## src/mtsm_pkg.sv

```systemverilog
`default_nettype none
package mtsm_pkg;

  localparam int FAULT_W = 7;
  localparam int CNT_W   = 32;
  localparam int TIME_W  = 32;
  localparam int TEN_W   = 18;
  localparam int SPD_W   = 15;
  localparam int PWM_W   = 10;
  localparam int CMD_W   = 3;

  localparam int IN_DATA_W  = 80;
  localparam int OUT_DATA_W = 56;
  localparam int CFG_ADDR_W = 3;
  localparam int CFG_DATA_W = 16;

  // fault mask bit positions
  localparam int F_OVERT  = 0;
  localparam int F_UNDERT = 1;
  localparam int F_OVERS  = 2;
  localparam int F_STALL  = 3;
  localparam int F_ENC    = 4;
  localparam int F_LOAD   = 5;
  localparam int F_ESTOP  = 6;

  typedef enum logic [CMD_W-1:0] {
    CMD_CHECK = 3'd0,
    CMD_START = 3'd1,
    CMD_STOP  = 3'd2,
    CMD_RESET = 3'd3,
    CMD_ESTOP = 3'd4
  } cmd_t;

  typedef enum logic [CFG_ADDR_W-1:0] {
    REG_MAX_TENSION = 3'd0,
    REG_MIN_TENSION = 3'd1,
    REG_MAX_SPEED   = 3'd2,
    REG_WARN_LEVEL  = 3'd3,
    REG_STALL_TO    = 3'd4,
    REG_ENC_TO      = 3'd5
  } reg_idx_t;

  localparam logic [15:0] DEF_MAX_TENSION = 16'd10000;
  localparam logic [15:0] DEF_MIN_TENSION = 16'd500;
  localparam logic [13:0] DEF_MAX_SPEED   = 14'd2000;
  localparam logic [8:0]  DEF_WARN_LEVEL  = 9'd230;
  localparam logic [15:0] DEF_STALL_TO    = 16'd2000;
  localparam logic [15:0] DEF_ENC_TO      = 16'd2000;

  localparam logic [PWM_W-1:0] PWM_ENC_MIN   = 10'd150;
  localparam logic [PWM_W-1:0] PWM_STALL_MIN = 10'd300;
  localparam logic [SPD_W-1:0] STALL_SPEED   = 15'd10;

  function automatic logic [2:0] count_faults(input logic [FAULT_W-1:0] bits);
    logic [2:0] n;
    n = '0;
    for (int i = 0; i < FAULT_W; i++) begin
      n = n + {2'b0, bits[i]};
    end
    return n;
  endfunction

endpackage
`default_nettype wire

```

## src/motor_tension_safety_monitor.sv

```systemverilog
`default_nettype none
// Channel   Dir  Handshake               Payload
// s_axis    in   s_axis_tvalid/tready    tuser: cmd; tdata: sensor snapshot
// m_axis    out  m_axis_tvalid/tready    tdata: state, faults, count, accepted
// cfg       in   cfg_we                  cfg_addr, cfg_wdata (no read-back)
//
// One request in, one result out. A request is held in the input
// register, is evaluated in a single combinational pass and lands in the
// output register; a new request is taken every cycle unless the output stalls.
// rst is synchronous: limits return to defaults, state and fault count clear.
// A stalled output holds the input register; new requests wait only when both
// registers are full.
module motor_tension_safety_monitor (
  input  wire                            clk,
  input  wire                            rst,
  input  wire                            s_axis_tvalid,
  output logic                           s_axis_tready,
  // [0] hw_estop, [1] loadcell_ok, [2] encoder_moving, [20:3] tension_g,
  // [35:21] speed, [45:36] pwm_permille, [77:46] time_ms, [79:78] zero
  input  wire  [mtsm_pkg::IN_DATA_W-1:0] s_axis_tdata,
  // [2:0] cmd
  input  wire  [mtsm_pkg::CMD_W-1:0]     s_axis_tuser,
  output logic                           m_axis_tvalid,
  input  wire                            m_axis_tready,
  // [2:0] sys_state, [9:3] fault_mask, [16:10] new_faults,
  // [48:17] faults_seen, [49] accepted, [55:50] zero
  output logic [mtsm_pkg::OUT_DATA_W-1:0] m_axis_tdata,
  input  wire                            cfg_we,
  input  wire  [mtsm_pkg::CFG_ADDR_W-1:0] cfg_addr,
  input  wire  [mtsm_pkg::CFG_DATA_W-1:0] cfg_wdata
);
  import mtsm_pkg::*;

  typedef enum logic [2:0] {
    ST_IDLE     = 3'd0,
    ST_STARTING = 3'd1,
    ST_RUNNING  = 3'd2,
    ST_STOPPING = 3'd3,
    ST_WARNING  = 3'd4,
    ST_FAULT    = 3'd5,
    ST_ESTOP    = 3'd6
  } mode_t;

  // configuration
  logic [15:0] max_tension, max_tension_next;
  logic [15:0] min_tension, min_tension_next;
  logic [13:0] max_speed, max_speed_next;
  logic [8:0]  warn_level, warn_level_next;
  logic [15:0] stall_to, stall_to_next;
  logic [15:0] enc_to, enc_to_next;
  logic [20:0] overt_lim;
  logic [20:0] undert_lim;
  logic [24:0] warn_t_lim;
  logic [22:0] warn_s_lim;

  always_comb begin
    max_tension_next = max_tension;
    min_tension_next = min_tension;
    max_speed_next   = max_speed;
    warn_level_next  = warn_level;
    stall_to_next    = stall_to;
    enc_to_next      = enc_to;
    if (rst) begin
      max_tension_next = DEF_MAX_TENSION;
      min_tension_next = DEF_MIN_TENSION;
      max_speed_next   = DEF_MAX_SPEED;
      warn_level_next  = DEF_WARN_LEVEL;
      stall_to_next    = DEF_STALL_TO;
      enc_to_next      = DEF_ENC_TO;
    end else if (cfg_we) begin
      case (reg_idx_t'(cfg_addr))
        REG_MAX_TENSION: max_tension_next = cfg_wdata;
        REG_MIN_TENSION: min_tension_next = cfg_wdata;
        REG_MAX_SPEED:   max_speed_next   = cfg_wdata[13:0];
        REG_WARN_LEVEL:  warn_level_next  = cfg_wdata[8:0];
        REG_STALL_TO:    stall_to_next    = cfg_wdata;
        REG_ENC_TO:      enc_to_next      = cfg_wdata;
        default: ;
      endcase
    end
  end

  // limits and their scaled forms follow the register writes directly
  always_ff @(posedge clk) begin
    max_tension <= max_tension_next;
    min_tension <= min_tension_next;
    max_speed   <= max_speed_next;
    warn_level  <= warn_level_next;
    stall_to    <= stall_to_next;
    enc_to      <= enc_to_next;
    overt_lim   <= 21'({5'b0, max_tension_next} * 21'd21);
    undert_lim  <= 21'({5'b0, min_tension_next} * 21'd19);
    warn_t_lim  <= {16'b0, warn_level_next} * {9'b0, max_tension_next};
    warn_s_lim  <= {14'b0, warn_level_next} * {9'b0, max_speed_next};
  end

  // input register
  logic              in_valid;
  logic [CMD_W-1:0]  in_cmd;
  logic              in_estop;
  logic              in_load_ok;
  logic              in_enc_moving;
  logic [TEN_W-1:0]  in_tension;
  logic [SPD_W-1:0]  in_speed;
  logic [PWM_W-1:0]  in_pwm;
  logic [TIME_W-1:0] in_time;

  logic advance;
  logic fire;

  assign advance       = !m_axis_tvalid || m_axis_tready;
  assign s_axis_tready = !in_valid || advance;
  assign fire          = in_valid && advance;

  always_ff @(posedge clk) begin
    if (rst) begin
      in_valid <= 1'b0;
    end else if (s_axis_tready) begin
      in_valid <= s_axis_tvalid;
    end
    if (s_axis_tvalid && s_axis_tready) begin
      in_cmd        <= s_axis_tuser;
      in_estop      <= s_axis_tdata[0];
      in_load_ok    <= s_axis_tdata[1];
      in_enc_moving <= s_axis_tdata[2];
      in_tension    <= s_axis_tdata[20:3];
      in_speed      <= s_axis_tdata[35:21];
      in_pwm        <= s_axis_tdata[45:36];
      in_time       <= s_axis_tdata[77:46];
    end
  end

  // supervisor state
  mode_t              mode, mode_next;
  logic [FAULT_W-1:0] fault_bits, fault_bits_next;
  logic [TIME_W-1:0]  enc_seen, enc_seen_next;
  logic [TIME_W-1:0]  stall_began, stall_began_next;
  logic               stalling, stalling_next;
  logic [CNT_W-1:0]   fault_tally, fault_tally_next;
  logic [FAULT_W-1:0] fresh;
  logic               ok;

  logic signed [26:0] tx;
  logic signed [26:0] t20;
  logic signed [26:0] t256;
  logic [SPD_W-1:0]   abs_speed;
  logic [22:0]        s256;
  logic [TIME_W-1:0]  enc_diff;
  logic [TIME_W-1:0]  stall_diff;

  always_comb begin
    tx         = {{(27-TEN_W){in_tension[TEN_W-1]}}, in_tension};
    t20        = tx * 27'sd20;
    t256       = tx <<< 8;
    abs_speed  = in_speed[SPD_W-1] ? (~in_speed + 15'd1) : in_speed;
    s256       = {abs_speed, 8'b0};
    enc_diff   = in_time - enc_seen;
    stall_diff = in_time - stall_began;
  end

  always_comb begin
    mode_next        = mode;
    fault_bits_next  = fault_bits;
    enc_seen_next    = enc_seen;
    stall_began_next = stall_began;
    stalling_next    = stalling;
    ok               = 1'b0;

    case (cmd_t'(in_cmd))
      CMD_CHECK: begin
        ok = 1'b1;
        if (in_estop) begin
          fault_bits_next[F_ESTOP] = 1'b1;
          mode_next = ST_ESTOP;
        end else begin
          fault_bits_next[F_ESTOP] = 1'b0;
          fault_bits_next[F_LOAD]  = !in_load_ok;

          if (!in_enc_moving && mode == ST_RUNNING && in_pwm > PWM_ENC_MIN) begin
            if (enc_diff > {16'b0, enc_to}) begin
              fault_bits_next[F_ENC] = 1'b1;
            end
          end else begin
            enc_seen_next = in_time;
            fault_bits_next[F_ENC] = 1'b0;
          end

          if (mode_next == ST_STARTING && fault_bits_next == '0) begin
            mode_next = ST_RUNNING;
          end

          if (mode_next inside {ST_RUNNING, ST_WARNING}) begin
            if (t20 > $signed({6'b0, overt_lim})) begin
              fault_bits_next[F_OVERT] = 1'b1;
            end else if (tx < $signed({11'b0, max_tension})) begin
              fault_bits_next[F_OVERT] = 1'b0;
            end

            if (t20 < $signed({6'b0, undert_lim}) && tx > 27'sd10) begin
              fault_bits_next[F_UNDERT] = 1'b1;
            end else if (tx > $signed({11'b0, min_tension})) begin
              fault_bits_next[F_UNDERT] = 1'b0;
            end

            fault_bits_next[F_OVERS] = abs_speed > {1'b0, max_speed};

            if (abs_speed < STALL_SPEED && in_pwm > PWM_STALL_MIN) begin
              if (!stalling) begin
                stall_began_next = in_time;
                stalling_next    = 1'b1;
              end else if (stall_diff > {16'b0, stall_to}) begin
                fault_bits_next[F_STALL] = 1'b1;
              end
            end else begin
              stalling_next = 1'b0;
              fault_bits_next[F_STALL] = 1'b0;
            end

            if (t256 > $signed({2'b0, warn_t_lim}) || s256 > warn_s_lim) begin
              if (fault_bits_next == '0) begin
                mode_next = ST_WARNING;
              end
            end else if (mode_next == ST_WARNING && fault_bits_next == '0) begin
              mode_next = ST_RUNNING;
            end
          end

          if (fault_bits_next != '0 && mode_next != ST_ESTOP) begin
            mode_next = ST_FAULT;
          end else if (fault_bits_next == '0 &&
                       (mode_next == ST_FAULT || mode_next == ST_ESTOP)) begin
            mode_next = ST_IDLE;
          end
        end
      end
      CMD_START: begin
        if (mode == ST_IDLE && fault_bits == '0) begin
          mode_next = ST_STARTING;
          ok = 1'b1;
        end
      end
      CMD_STOP: begin
        if (mode inside {ST_RUNNING, ST_WARNING}) begin
          mode_next = ST_STOPPING;
          ok = 1'b1;
        end
      end
      CMD_RESET: begin
        if (mode inside {ST_FAULT, ST_ESTOP}) begin
          fault_bits_next = '0;
          mode_next       = ST_IDLE;
          stalling_next   = 1'b0;
          ok = 1'b1;
        end
      end
      CMD_ESTOP: begin
        fault_bits_next[F_ESTOP] = 1'b1;
        mode_next = ST_ESTOP;
        ok = 1'b1;
      end
      default: ;
    endcase

    // each fault bit is touched at most once per request
    fresh            = fault_bits_next & ~fault_bits;
    fault_tally_next = fault_tally + {29'b0, count_faults(fresh)};
  end

  // output register
  logic [2:0]         out_state;
  logic [FAULT_W-1:0] out_mask;
  logic [FAULT_W-1:0] out_new;
  logic [CNT_W-1:0]   out_tally;
  logic               out_ok;

  always_ff @(posedge clk) begin
    if (rst) begin
      mode          <= ST_IDLE;
      fault_bits    <= '0;
      enc_seen      <= '0;
      stall_began   <= '0;
      stalling      <= 1'b0;
      fault_tally   <= '0;
      m_axis_tvalid <= 1'b0;
    end else begin
      if (advance) begin
        m_axis_tvalid <= in_valid;
      end
      if (fire) begin
        mode          <= mode_next;
        fault_bits    <= fault_bits_next;
        enc_seen      <= enc_seen_next;
        stall_began   <= stall_began_next;
        stalling      <= stalling_next;
        fault_tally   <= fault_tally_next;
      end
    end
    if (fire) begin
      out_state <= mode_next;
      out_mask  <= fault_bits_next;
      out_new   <= fresh;
      out_tally <= fault_tally_next;
      out_ok    <= ok;
    end
  end

  assign m_axis_tdata = {6'b0, out_ok, out_tally, out_new, out_mask, out_state};

  // fault count moves only with a processed request
  assert property (@(posedge clk) disable iff (rst)
    !$past(rst) && !$past(fire) |-> $stable(fault_tally))
    else $error("fault count changed without a request");

  // a hardware or software e-stop fault always holds the ESTOP state
  assert property (@(posedge clk) disable iff (rst)
    fault_bits[F_ESTOP] |-> mode == ST_ESTOP)
    else $error("e-stop fault outside ESTOP state");

  // newly raised faults are part of the reported mask
  assert property (@(posedge clk) disable iff (rst)
    m_axis_tvalid |-> (out_new & ~out_mask) == '0)
    else $error("new fault missing from fault mask");

endmodule
`default_nettype wire

```

## config.mk

```make
export PLATFORM = sky130hd
export DESIGN_NAME = motor_tension_safety_monitor
export DESIGN_NICKNAME = d
export VERILOG_FILES = /design/src/mtsm_pkg.sv /design/src/motor_tension_safety_monitor.sv
export SDC_FILE = /design/constraint.sdc
export NUM_CORES = 2
export LEC_CHECK = 0
export ABC_AREA = 0
export BUFFER_PORTS_ARGS = -buffer_cell sky130_fd_sc_hd__buf_2
export CORE_MARGIN = 5
export CORE_UTILIZATION = 45
export DETAILED_ROUTE_END_ITERATION = 16
export HOLD_SLACK_MARGIN = 0.15
export PLACE_DENSITY = 0.7
export REMOVE_ABC_BUFFERS = 1
export SLEW_MARGIN = 20
export SYNTH_ARGS = -nofsm -noshare
export SYNTH_HDL_FRONTEND = slang
export SYNTH_SLANG_ARGS = --single-unit
```

## constraint.sdc

```tcl
create_clock -name clk -period 9.6 [get_ports clk]
set_input_delay 0.96 -clock clk [delete_from_list [all_inputs] [get_ports clk]]
set_output_delay 0.96 -clock clk [all_outputs]
set_load 0.03 [all_outputs]
```

==> results by group <==
Detailed routing
  – Drt first pass iters: 5
  – Average wire per standard cell: around 17 um
  – Routed Wire Length: between 80,000 and 90,000 um
  – Drt drc: 0
  – Final ANT Viol Nets: 0
  – Total number of vias: approximately 27,000
  – Number of DRC markers in iteration 0: 1,897
  – Vias per cell: 5.40

Clocking
  – Worst-Skew Late Latency: 0.61 ns
  – CTS max path bufs: 3
  – Clock transition at path regs: 0.06 ns
  – H-tree Lvls: 2
  – Root buffer cell: clkbuf_16
  – CTS Hold Buffers Added: 0
  – Total CTS buffers: a little under 50
  – TritonCTS clock tree: yes
  – TritonCTS Sinks: slightly above 400

Synthesis
  – Async set-or-reset flop fraction in the synthesized netlist: 0%
  – Cell count after synthesis: ~3,900
  – Top_reg_cell synth: dfxtp_1
  – #FFs+latches synth: ~410
  – Yosys cell types: 96
  – Post-synthesis sequential area ratio: between 20% and 30%
  – Number of enable flip-flop cells after synthesis: 131
  – Mapped cell area: between 30,000 and 40,000 um2
  – Yosys warns: 0
  – Avg Cell Area, Syn: 8.67 um2

GRT
  – Initial antenna violation count: 5
  – Global-route wire length before repair: between 100,000 and 150,000 um
  – Largest net degree at the start of global routing: 64
  – Overflow left after global routing: 0
  – Total track usage: between 20% and 30%
  – Vias in the first global route: between 20,000 and 30,000

Timing
  – Fmax: between 100 and 150 MHz
  – RSZ-0062 raised after global routing: false
  – Final number of setup-violating endpoints: 0
  – Final setup margin: 0.547 ns
  – Final period util: ~94%
  – Slew HR: 33.4%
  – Worst Tran Pin Value: roughly 1 ns
  – Worst Skew: between 0.02 and 0.025 ns
  – Hold Violations, Final: 0
  – Minimum clock period: about 9.1 ns
  – Final TNS setup: 0 ns
  – Slew Limit Fails: 0

Setup path
  – Crit-path slowest cell: fa_1
  – Critical path class: flip-flop to flip-flop
  – Crit. End Element: flip-flop
  – R2r endpoint: fault_tally[29]
  – Reg2Reg Depth: 37
  – Critical path startpoint category: flip-flop
  – R2R Setup Slk: roughly 0.55 ns
  – Max incr delay on CP: 0.52 ns
  – Worst Path Required: 10.13 ns
  – Crit. Startpoint: in_tension[3]
  – End of the critical path: fault_tally[29]
  – Worst path arrival time: roughly 9.6 ns
  – Reg2reg start: in_tension[3]
  – Critical Path Fanout Max: 5

Final layout
  – Layout Nets: around 4,800
  – Layout cells sized above 1: just under 9%
  – Fin util: 50.4%
  – Layout area overhead: 11.1%
  – Commonest non-fill, non-tap cell in the layout: nand2_1
  – Most frequent cells in the layout: nand2_1, inv_1, ha_1, dfxtp_1, a21oi_1
  – Final Cell Area: 37,600 um2
  – Antenna fix cells: 0

Placement
  – Pre-CTS WS: between 0.3 and 0.4 ns
  – Placer Congestion: 0.941
  – Port Buf Inserts: around 160
  – DP Area: 35,800 um2
  – Detail Placement HPWL: just under 70,000 um

Hold path
  – HP Class: flip-flop to flip-flop

Die
  – I/O Pins: approximately 170
  – Full die area: 80,800 um2
  – Site row count: 100
  – Die extent in x: 284 um
  – Initial Utilization: between 40% and 50%
  – Die height: 284 um
  – Core Region: around 75,000 um2

Status
  – Outcome: finished, final reports clean

Power and ir drop
  – Static leakage: between 15 and 20 nW
  – Pwr/cell area: roughly 160 nW/um2
  – Worst VDD drop: 0.000117 V

Flow run
  – Max Cap Viol: 0
[how the worst min path moves through the flow]
stage | start | end | slack, ns | cells past startpoint
2_1_floorplan | stall_began[10] | stall_began[10] | 0.43 | 2
3_3_place_gp | stall_began[30] | stall_began[30] | 0.44 | 2
3_5_place_dp | stall_began[5] | stall_began[5] | 0.44 | 2
4_1_cts | stall_began[22] | stall_began[22] | 0.45 | 2
5_1_grt | stall_to[13] | stall_to[13] | 0.47 | 2
6_report | stall_began[9] | stall_began[9] | 0.45 | 2
[synth_stat cells (all sizes together) (64+ instances only)]
cell,instances,area (um2)
xnor2,115,1010
ha,425,5320
a21oi,278,1400
inv,525,1970
fa,214,4280
edfxtp,131,3930
nor2,260,976
o21ai,112,564
nor3,64,320
dfxtp,283,5670
clkbuf,103,387
a21o,65,489
nand2,628,2360
[cell type report]
| cell class | count | area (um2) |
|---|---|---|
| clock buffer | 61 | 1400 |
| tap | 969 | 1210 |
| sequential | 414 | 9600 |
| fill | 7039 | 37000 |
| timing repair buffer | 212 | 1200 |
| multi-input combinational | 2847 | 21900 |
| clock inverter | 30 | 340 |
| inverter | 526 | 1970 |
[registers in the layout, indices dropped and copies added, names as in the netlist, 21 cells and up]
| name | cells |
|---|---|
| in_time | 32 |
| undert_lim | 21 |
| warn_t_lim | 25 |
| overt_lim | 21 |
| stall_began | 32 |
| warn_s_lim | 23 |
| enc_seen | 32 |
| out_tally | 32 |
| fault_tally | 32 |
[power by group]
group	internal [mW]	switching [mW]	total (mW)
registers	1.96	0.0726	2.03
logic	0.780	1.06	1.84
clock network	1.18	0.802	1.98
total	3.92	1.93	5.85
[cell families (layout without fill, tap and decap cells)]
logic type | Yosys count | after routing | share of synthesized area, %
compound gates | 729 | 729 | 14.0
xor+xnor | 173 | 173 | 4.48
fa+ha+maj | 639 | 639 | 28.4
buf+inv | 650 | 829 | 7.32
flops | 414 | 414 | 28.4
mux | 12 | 12 | 0.359
other cells | 1 | 6 | 0.0111
simple gates | 1288 | 1288 | 17.1
[worst max-delay path: cells and delay by family (launching register included)]
family,cells,cell delay [ns]
AO/OA/AOI/OAI,11,2.07
adder cells (fa/ha/maj),8,2.72
buffers and inverters,4,0.37
flip-flops,1,0.44
AND/OR/NAND/NOR,13,3.20
XOR/XNOR,1,0.15
[per-stage QoR]
step	std cells	power, mW	hold slack (ns)
floorplan	3787	3.41	0.426
CTS	5058	5.90	0.452
global route	5059	6.24	0.468
detailed placement	4967	3.89	0.444
finish	5059	5.85	0.448
global placement	4967	3.85	0.438
[layer usage]
| metal | global-route usage, % | share of wire [%] |
|---|---|---|
| met1 | 28.1 | 44 |
| met2 | 35.2 | 46 |
| met3 | 3.93 | 7.2 |
| met4 | 6.93 | 3.5 |
| met5 | 0 | 0.022 |
[repair_timing]
| item | CTS | global route |
|---|---|---|
| buffers inserted | 0 | 1 |
| gates resized for setup | 0 | 8 |
| setup endpoints to repair | 0 | 9 |
| hold endpoints to repair | 0 | 0 |
Note: power is estimated with default switching activity, not from simulation.
